**config.mk**
```make
export PLATFORM = sky130hd
export DESIGN_NAME = ternary_int8_matvec
export DESIGN_NICKNAME = d
export VERILOG_FILES = /design/src/rtl/tmv_pkg.sv /design/src/rtl/tmv_lane.sv /design/src/rtl/tmv_merge.sv /design/src/rtl/ternary_int8_matvec.sv
export SDC_FILE = /design/constraint.sdc
export NUM_CORES = 1
export LEC_CHECK = 0
export BUFFER_PORTS_ARGS = -buffer_cell sky130_fd_sc_hd__buf_2
export CAP_MARGIN = 20
export CORE_MARGIN = 2
export CORE_UTILIZATION = 61
export DETAILED_ROUTE_END_ITERATION = 10
export PLACE_DENSITY = 0.79
export SLEW_MARGIN = 10
export SYNTH_ARGS = -nofsm -noshare
export SYNTH_HDL_FRONTEND = slang
export SYNTH_SLANG_ARGS = --single-unit
```
**constraint.sdc**
```tcl
create_clock -name clk_i -period 5.7 [get_ports clk_i]
set_input_delay 0.57 -clock clk_i [delete_from_list [all_inputs] [get_ports clk_i]]
set_output_delay 0.57 -clock clk_i [all_outputs]
set_load 0.02 [all_outputs]
```
**src/rtl/tmv_pkg.sv**
```systemverilog
package tmv_pkg;

  // Configuration port
  localparam int unsigned CFG_W     = 17;
  localparam int unsigned CFG_IDX_W = 1;

  localparam logic [CFG_IDX_W-1:0] REG_FEATURE_COUNT = 1'b0;
  localparam logic [CFG_IDX_W-1:0] REG_ROW_COUNT     = 1'b1;

  // Default sizing
  localparam int unsigned MAX_FEATURES_DEF = 65536;
  localparam int unsigned MAX_ROWS_DEF     = 65536;

  // Datapath widths
  localparam int unsigned LANES  = 4;
  localparam int unsigned CODE_W = 2;
  localparam int unsigned ACT_W  = 8;
  localparam int unsigned TERM_W = ACT_W + 1;   // negated -128 needs one more bit
  localparam int unsigned LSUM_W = TERM_W + 2;  // sum of four terms
  localparam int unsigned ACC_W  = 24;
  localparam int unsigned ROW_W  = 16;

  // Ternary weight codes
  localparam logic [CODE_W-1:0] CODE_NEG = 2'd0;
  localparam logic [CODE_W-1:0] CODE_POS = 2'd2;

  // Word handed from the lane stage to the accumulate stage
  typedef struct packed {
    logic signed [LSUM_W-1:0] lane_sum;
    logic                     row_end;
    logic [ROW_W-1:0]         row_idx;
    logic                     last_row;
  } s1_word_t;

endpackage

```
**src/rtl/tmv_lane.sv**
```systemverilog
module tmv_lane (
  input  logic [tmv_pkg::CODE_W-1:0]        code_i,
  input  logic signed [tmv_pkg::ACT_W-1:0]  act_i,
  input  logic                              en_i,
  output logic signed [tmv_pkg::TERM_W-1:0] term_o
);
  import tmv_pkg::*;

  logic signed [TERM_W-1:0] act_ext;

  assign act_ext = TERM_W'(act_i);

  // Ternary multiply: -a, +a or nothing; masked lanes give zero
  always_comb begin
    term_o = '0;
    if (en_i) begin
      case (code_i)
        CODE_NEG: term_o = -act_ext;
        CODE_POS: term_o = act_ext;
        default:  term_o = '0;
      endcase
    end
  end

endmodule

```
**src/rtl/tmv_merge.sv**
```systemverilog
module tmv_merge (
  input  logic                            clk_i,
  input  logic                            rst_ni,
  input  logic                            s1_valid_i,
  input  tmv_pkg::s1_word_t               s1_word_i,
  output logic                            s1_take_o,
  output logic                            out_valid_o,
  input  logic                            out_stall_i,
  output logic signed [tmv_pkg::ACC_W-1:0] dot_sum_o,
  output logic [tmv_pkg::ROW_W-1:0]       row_index_o,
  output logic                            last_row_o
);
  import tmv_pkg::*;

  logic signed [ACC_W-1:0] acc_q, acc_d;
  logic signed [ACC_W:0]   sum_wide;
  logic signed [ACC_W-1:0] sum_sat;
  logic                    out_valid_q, out_valid_d;
  logic signed [ACC_W-1:0] dot_sum_q;
  logic [ROW_W-1:0]        row_index_q;
  logic                    last_row_q;
  logic                    out_free;
  logic                    emit;

  // Saturating add of the lane sum into the row accumulator
  assign sum_wide = (ACC_W+1)'(acc_q) + (ACC_W+1)'(s1_word_i.lane_sum);

  always_comb begin
    if (sum_wide[ACC_W] != sum_wide[ACC_W-1]) begin
      sum_sat = sum_wide[ACC_W] ? {1'b1, {(ACC_W-1){1'b0}}} : {1'b0, {(ACC_W-1){1'b1}}};
    end else begin
      sum_sat = sum_wide[ACC_W-1:0];
    end
  end

  // A row-ending word needs a free output slot; other words always pass
  assign out_free  = !out_valid_q || !out_stall_i;
  assign s1_take_o = s1_valid_i && (!s1_word_i.row_end || out_free);
  assign emit      = s1_take_o && s1_word_i.row_end;

  always_comb begin
    acc_d = acc_q;
    if (s1_take_o) begin
      acc_d = s1_word_i.row_end ? '0 : sum_sat;
    end
  end

  always_comb begin
    out_valid_d = out_valid_q;
    if (out_valid_q && !out_stall_i) begin
      out_valid_d = 1'b0;
    end
    if (emit) begin
      out_valid_d = 1'b1;
    end
  end

  // Control and accumulator
  always_ff @(posedge clk_i or negedge rst_ni) begin
    if (!rst_ni) begin
      acc_q       <= '0;
      out_valid_q <= 1'b0;
    end else begin
      acc_q       <= acc_d;
      out_valid_q <= out_valid_d;
    end
  end

  // Output word
  always_ff @(posedge clk_i) begin
    if (emit) begin
      dot_sum_q   <= sum_sat;
      row_index_q <= s1_word_i.row_idx;
      last_row_q  <= s1_word_i.last_row;
    end
  end

  assign out_valid_o = out_valid_q;
  assign dot_sum_o   = dot_sum_q;
  assign row_index_o = row_index_q;
  assign last_row_o  = last_row_q;

endmodule

```
**src/rtl/ternary_int8_matvec.sv**
```systemverilog
// Ternary-weight int8 matrix-vector product.
//
// Input channel (in_valid_i / in_stall_o): each word carries one packed
// weight byte (four 2-bit codes, bits 7:6 first) and the four signed
// activations act0..act3 that pair with them. A row takes
// ceil(feature_count/4) words; lanes past feature_count are ignored.
// Output channel (out_valid_o / out_stall_i): one word per row with the
// saturated 24-bit sum, the row index and a last-row flag.
// Configuration: cfg_we_i writes cfg_data_i to register cfg_idx_i
// (0 = feature_count, 1 = row_count); write only while the block is idle.
// Throughput is one input word per cycle unless a row-ending word waits on
// a stalled output: four add/subtract lanes feed a single accumulator.
// A row's sum reaches the output by way of the lane register and then
// the output register, which holds it while the output is stalled.
// Reset clears the accumulator, the feature and row positions and sets
// feature_count to 4 and row_count to 1. While the output is stalled,
// words that do not end a row keep flowing; a row-ending word waits in the
// lane register and the input stalls behind it.
module ternary_int8_matvec #(
  parameter int unsigned MAX_FEATURES = tmv_pkg::MAX_FEATURES_DEF,
  parameter int unsigned MAX_ROWS     = tmv_pkg::MAX_ROWS_DEF
) (
  input  logic                              clk_i,
  input  logic                              rst_ni,
  input  logic                              cfg_we_i,
  input  logic [tmv_pkg::CFG_IDX_W-1:0]     cfg_idx_i,
  input  logic [tmv_pkg::CFG_W-1:0]         cfg_data_i,
  input  logic                              in_valid_i,
  output logic                              in_stall_o,
  input  logic [7:0]                        weight_byte_i,
  input  logic signed [tmv_pkg::ACT_W-1:0]  act0_i,
  input  logic signed [tmv_pkg::ACT_W-1:0]  act1_i,
  input  logic signed [tmv_pkg::ACT_W-1:0]  act2_i,
  input  logic signed [tmv_pkg::ACT_W-1:0]  act3_i,
  output logic                              out_valid_o,
  input  logic                              out_stall_i,
  output logic signed [tmv_pkg::ACC_W-1:0]  dot_sum_o,
  output logic [tmv_pkg::ROW_W-1:0]         row_index_o,
  output logic                              last_row_o
);
  import tmv_pkg::*;

  localparam int unsigned FCW = $clog2(MAX_FEATURES + 1);
  localparam int unsigned RCW = $clog2(MAX_ROWS + 1);
  localparam int unsigned RPW = (MAX_ROWS > 1) ? $clog2(MAX_ROWS) : 1;

  logic [FCW-1:0] fc_q;
  logic [RCW-1:0] rc_q;
  logic [FCW-1:0] pos_q, pos_d;
  logic [RPW-1:0] row_q, row_d;
  logic           s1_valid_q, s1_valid_d;
  s1_word_t       s1_word_q, s1_word_d;
  logic           s1_accept;
  logic           s2_take;

  logic signed [ACT_W-1:0]  act  [LANES];
  logic signed [TERM_W-1:0] term [LANES];
  logic [FCW:0]             pos_ext, fc_ext;
  logic                     row_end;
  logic [RCW-1:0]           row_p1;
  logic                     last;
  logic signed [LSUM_W-1:0] lane_sum;

  // Configuration registers, held already clamped to their legal ranges
  always_ff @(posedge clk_i or negedge rst_ni) begin
    if (!rst_ni) begin
      fc_q <= FCW'(LANES);
      rc_q <= RCW'(1);
    end else if (cfg_we_i) begin
      case (cfg_idx_i)
        REG_FEATURE_COUNT: begin
          if (cfg_data_i == '0) begin
            fc_q <= FCW'(1);
          end else if (cfg_data_i > CFG_W'(MAX_FEATURES)) begin
            fc_q <= FCW'(MAX_FEATURES);
          end else begin
            fc_q <= FCW'(cfg_data_i);
          end
        end
        REG_ROW_COUNT: begin
          if (cfg_data_i == '0) begin
            rc_q <= RCW'(1);
          end else if (cfg_data_i > CFG_W'(MAX_ROWS)) begin
            rc_q <= RCW'(MAX_ROWS);
          end else begin
            rc_q <= RCW'(cfg_data_i);
          end
        end
        default: ;
      endcase
    end
  end

  assign act[0] = act0_i;
  assign act[1] = act1_i;
  assign act[2] = act2_i;
  assign act[3] = act3_i;

  assign pos_ext = (FCW+1)'(pos_q);
  assign fc_ext  = (FCW+1)'(fc_q);

  // Four ternary lanes; a lane counts only while its feature is in the row
  for (genvar l = 0; l < LANES; l++) begin : g_lane
    tmv_lane u_lane (
      .code_i (weight_byte_i[CODE_W*(LANES-1-l) +: CODE_W]),
      .act_i  (act[l]),
      .en_i   ((pos_ext + (FCW+1)'(l)) < fc_ext),
      .term_o (term[l])
    );
  end

  assign lane_sum = LSUM_W'(term[0]) + LSUM_W'(term[1])
                  + LSUM_W'(term[2]) + LSUM_W'(term[3]);

  // Row and feature position tracking
  assign row_end = (pos_ext + (FCW+1)'(LANES)) >= fc_ext;
  assign row_p1  = RCW'(row_q) + RCW'(1);
  assign last    = row_p1 >= rc_q;

  always_comb begin
    pos_d = pos_q;
    row_d = row_q;
    if (s1_accept) begin
      if (row_end) begin
        pos_d = '0;
        row_d = last ? '0 : RPW'(row_p1);
      end else begin
        pos_d = pos_q + FCW'(LANES);
      end
    end
  end

  // Lane stage register
  assign in_stall_o = s1_valid_q && !s2_take;
  assign s1_accept  = in_valid_i && !in_stall_o;

  always_comb begin
    s1_word_d          = s1_word_q;
    s1_valid_d         = s1_valid_q;
    if (s2_take) begin
      s1_valid_d = 1'b0;
    end
    if (s1_accept) begin
      s1_valid_d         = 1'b1;
      s1_word_d.lane_sum = lane_sum;
      s1_word_d.row_end  = row_end;
      s1_word_d.row_idx  = ROW_W'(row_q);
      s1_word_d.last_row = last;
    end
  end

  always_ff @(posedge clk_i or negedge rst_ni) begin
    if (!rst_ni) begin
      pos_q      <= '0;
      row_q      <= '0;
      s1_valid_q <= 1'b0;
    end else begin
      pos_q      <= pos_d;
      row_q      <= row_d;
      s1_valid_q <= s1_valid_d;
    end
  end

  always_ff @(posedge clk_i) begin
    s1_word_q <= s1_word_d;
  end

  // Accumulate, saturate and hold the row result
  tmv_merge u_merge (
    .clk_i       (clk_i),
    .rst_ni      (rst_ni),
    .s1_valid_i  (s1_valid_q),
    .s1_word_i   (s1_word_q),
    .s1_take_o   (s2_take),
    .out_valid_o (out_valid_o),
    .out_stall_i (out_stall_i),
    .dot_sum_o   (dot_sum_o),
    .row_index_o (row_index_o),
    .last_row_o  (last_row_o)
  );

endmodule
```
==> reports/qor.yml <==
status:
  status: "finished, violations left"
  violations: "DRC"
synth:
  synth_cell_types: 68
  syn_inst: 1189
  synth.top_cell.area_share_pct: 19.7
  seq_area_frac_synth_pct: 38.8
  yosys_warnings: 0
  yosys.area.top_type: "dfrtp_1"
  synth_area_leaders: "dfrtp_1 20%, edfxtp_1 19%, ha_1 13%"
  syn_area_sq_um: 11300
  ys.flop_type: "dfrtp_1"
  synth-seq-cells: 161
  async_flop_share_pct: 56.5
  syn_nets: 1386
  syn_avg_cell_area_sq_um: 9.51
  synth-edff-count: 70
place:
  post-place-cells: 1472
  place.gp.congestion: 0.896
  dp_hpwl_um: 18100
  io_buffers: 105
  place_ws_ns: 0.146
critical_path:
  cp_max_fo: 3
  crit_path_start_kind: "register"
  rr_worst_depth: 23
  criticalPathCategory: "reg2reg"
  startpoint: "fc_q[2]"
  critical_path_required_ns: 5.88
  r2r_start: "fc_q[2]"
  r2r_slack_ns: 0.34
  reg2reg_to: "s1_word_q[28]"
  cp-end-kind: "register"
  arrival_ns: 5.54
grt:
  antenna_found_initial: 0
  groute.usage.overall_pct: 25.7
  grt_first_pass_wirelength_um: 40800
  overflow: 0
  grt_pass1_vias: 8399
  grt_max_degree: 74
layout:
  fin_nets: 1460
  area_growth_pct: 11.1
  diodes: 0
  finalNonFillerCells: 1505
  layout-drive-gt1-share_pct: 16.1
  seq_area_sq_um: 4380
  fill_cells: 1400
  multi_input_area_sq_um: 6350
die:
  dieArea_sq_um: 19600
  design.core.area_sq_um: 18100
  rows: 49
  die_x_um: 140
  start_util_pct: 62.5
  top_level_ports: 106
  die_h_um: 140
clocking:
  cts_hold_buf: 0
  cts-buffers-inserted: 17
  worstSkewPairLatency_ns: 0.44
  htree_levels: 4
  clock-sinks: 161
  ctsResizeCount: 0
  tritoncts: "built"
  cts_root_buffer: "clkbuf_16"
  cts_buffer_depth: 2
  cts_setup_buffers: 0
  clk_pin_slew_worst_paths_ns: 0.08
sta:
  setup-violations-final: 0
  final.period_utilization_pct: 94.0
  setup_ws_ns: 0.344
  max_freq_mhz: 187
  maxSlewViolCount: 0
  period_needed_ns: 5.36
  rsz0062_at_grt: "no"
  slew_headroom_pct: 30.6
  fin_skew_ns: 0.0136
  tightest_slew_ns: 1.04
  final_hold_viol_count: 0
  tns_ns: 0
drt:
  drt_wl_total_um: 24300
  num_vias: 8835
  wl_per_cell_um: 16.2
  ant_nets: 0
  drc_errors: 7
  dr.pass1.iters: 8
  first_iter_violations: 741
  vias_per_cell: 5.87
power:
  vdd_drop_max_mv: 0.388
  p_leak_nw: 5.87
  fin_total_pwr_mw: 7.51
  power_density_nw_per_um2: 598
worst_hold_path:
  hold_path_class: "in2async"
job:
  cap_viol_max_count: 0
## how the worst max path moves through the flow
stage          cells past startpoint  slack (ns)            end
6_report                          23        0.34  s1_word_q[28]
5_1_grt                           24        0.01  s1_word_q[27]
2_1_floorplan                     23        0.49  s1_word_q[28]
3_5_place_dp                      23        0.15  s1_word_q[28]
4_1_cts                           23        0.13  s1_word_q[28]
3_3_place_gp                      23        0.29  s1_word_q[28]
## metrics by stage
stage / util (%) / instance area (sq um) / hold WS, ns
final: 69.4 / 12600 / 0.00530
after global placement: 66.1 / 12000 / 0.401
after CTS: 69.2 / 12500 / 0.0102
after detailed placement: 66.1 / 12000 / 0.405
after floorplan: - / 11300 / 0.274
after global routing: 69.4 / 12600 / 0.0175
## kinds of logic (layout without fill, tap and decap cells)
| group | count (synthesis) | in the layout | share of synthesized area (%) |
|---|---|---|---|
| buffers and inverters | 152 | 239 | 5.30 |
| multiplexers | 9 | 9 | 0.841 |
| flip-flops | 161 | 161 | 38.8 |
| AO/OA/AOI/OAI | 318 | 318 | 18.9 |
| adder cells (fa/ha/maj) | 134 | 134 | 16.2 |
| XOR/XNOR | 76 | 76 | 5.89 |
| AND/OR/NAND/NOR | 339 | 339 | 14.1 |
## cell type report
| class | count | area share, % |
|---|---|---|
| Clock buffer | 17 | 3.39 |
| Clock inverter | 15 | 1.12 |
| Inverter | 89 | 2.66 |
| Multi-Input combinational cell | 876 | 50.6 |
| Sequential cell | 161 | 34.9 |
| Tap cell | 229 | 2.28 |
| Timing Repair Buffer | 118 | 5.08 |
## placed cells by master (no fill, tap or decap), drive strengths merged, types with 24 or more instances in the layout
cell type and n:
ha 114, a21oi 62, a21o 29, nor3 24, dfrtp 89, xor2 32
inv 100, nor2 82, xnor2 44, nand3 29, nand2 118, edfxtp 70
o21ai 117, buf 118
## metal layers
layer  track usage [%]  up-vias  wire length, um  part of all wire (%)
met4              8.13        0              386                   1.6
li1                  -     4351                -                     -
met5                 0        -                0                     0
met2              42.2      208            11700                    48
met1              35.5     4244            11300                    46
met3              3.62       32              926                   3.8
## critical path, cell delays in order, from the launching register on
cell and delay [ns]:
dfstp_2 0.53, inv_1 0.07, ha_1 0.31, nor3_1 0.16, o21a_1 0.13, o21a_1 0.11
o21a_1 0.10, o21ai_0 0.09, a2111oi_2 0.35, a2bb2oi_1 0.27, nor2_1 0.10, fa_1 0.53
inv_1 0.05, fa_1 0.59, inv_1 0.06, ha_1 0.29, a21o_1 0.17, a21oi_1 0.21
o21ai_0 0.12, a21oi_1 0.25, o21ai_1 0.16, a21o_1 0.20, a21oi_1 0.16, xnor2_1 0.09
## where the power goes
group / switching [mW] / internal (mW)
Combinational: 2.63 / 1.81
Clock: 0.522 / 0.580
Sequential: 0.212 / 1.75
## Yosys cell counts (16+ instances only)
cell and n:
a21o_1 29, a21oi_1 58, a22o_1 22, clkbuf_1 54
dfrtp_1 89, edfxtp_1 70, fa_1 20, ha_1 114
inv_1 89, nand2_1 118, nand2b_1 19, nand3_1 28
nor2_1 81, nor3_1 23, o21a_1 16, o21ai_0 94
o21ai_2 18, xnor2_1 44, xor2_1 32
## registers in the layout, summed over array words and instances, names as in the netlist
| register | flops |
|---|---|
| u_merge.last_row_o | 1 |
| rc_q | 17 |
| u_merge.out_valid_o | 1 |
| u_merge.dot_sum_o | 24 |
| row_q | 16 |
| u_merge.acc_q | 24 |
| s1_valid_q | 1 |
| pos_q | 15 |
| u_merge.row_index_o | 16 |
| fc_q | 17 |
| s1_word_q | 29 |
(Power assumes the default switching activity.)
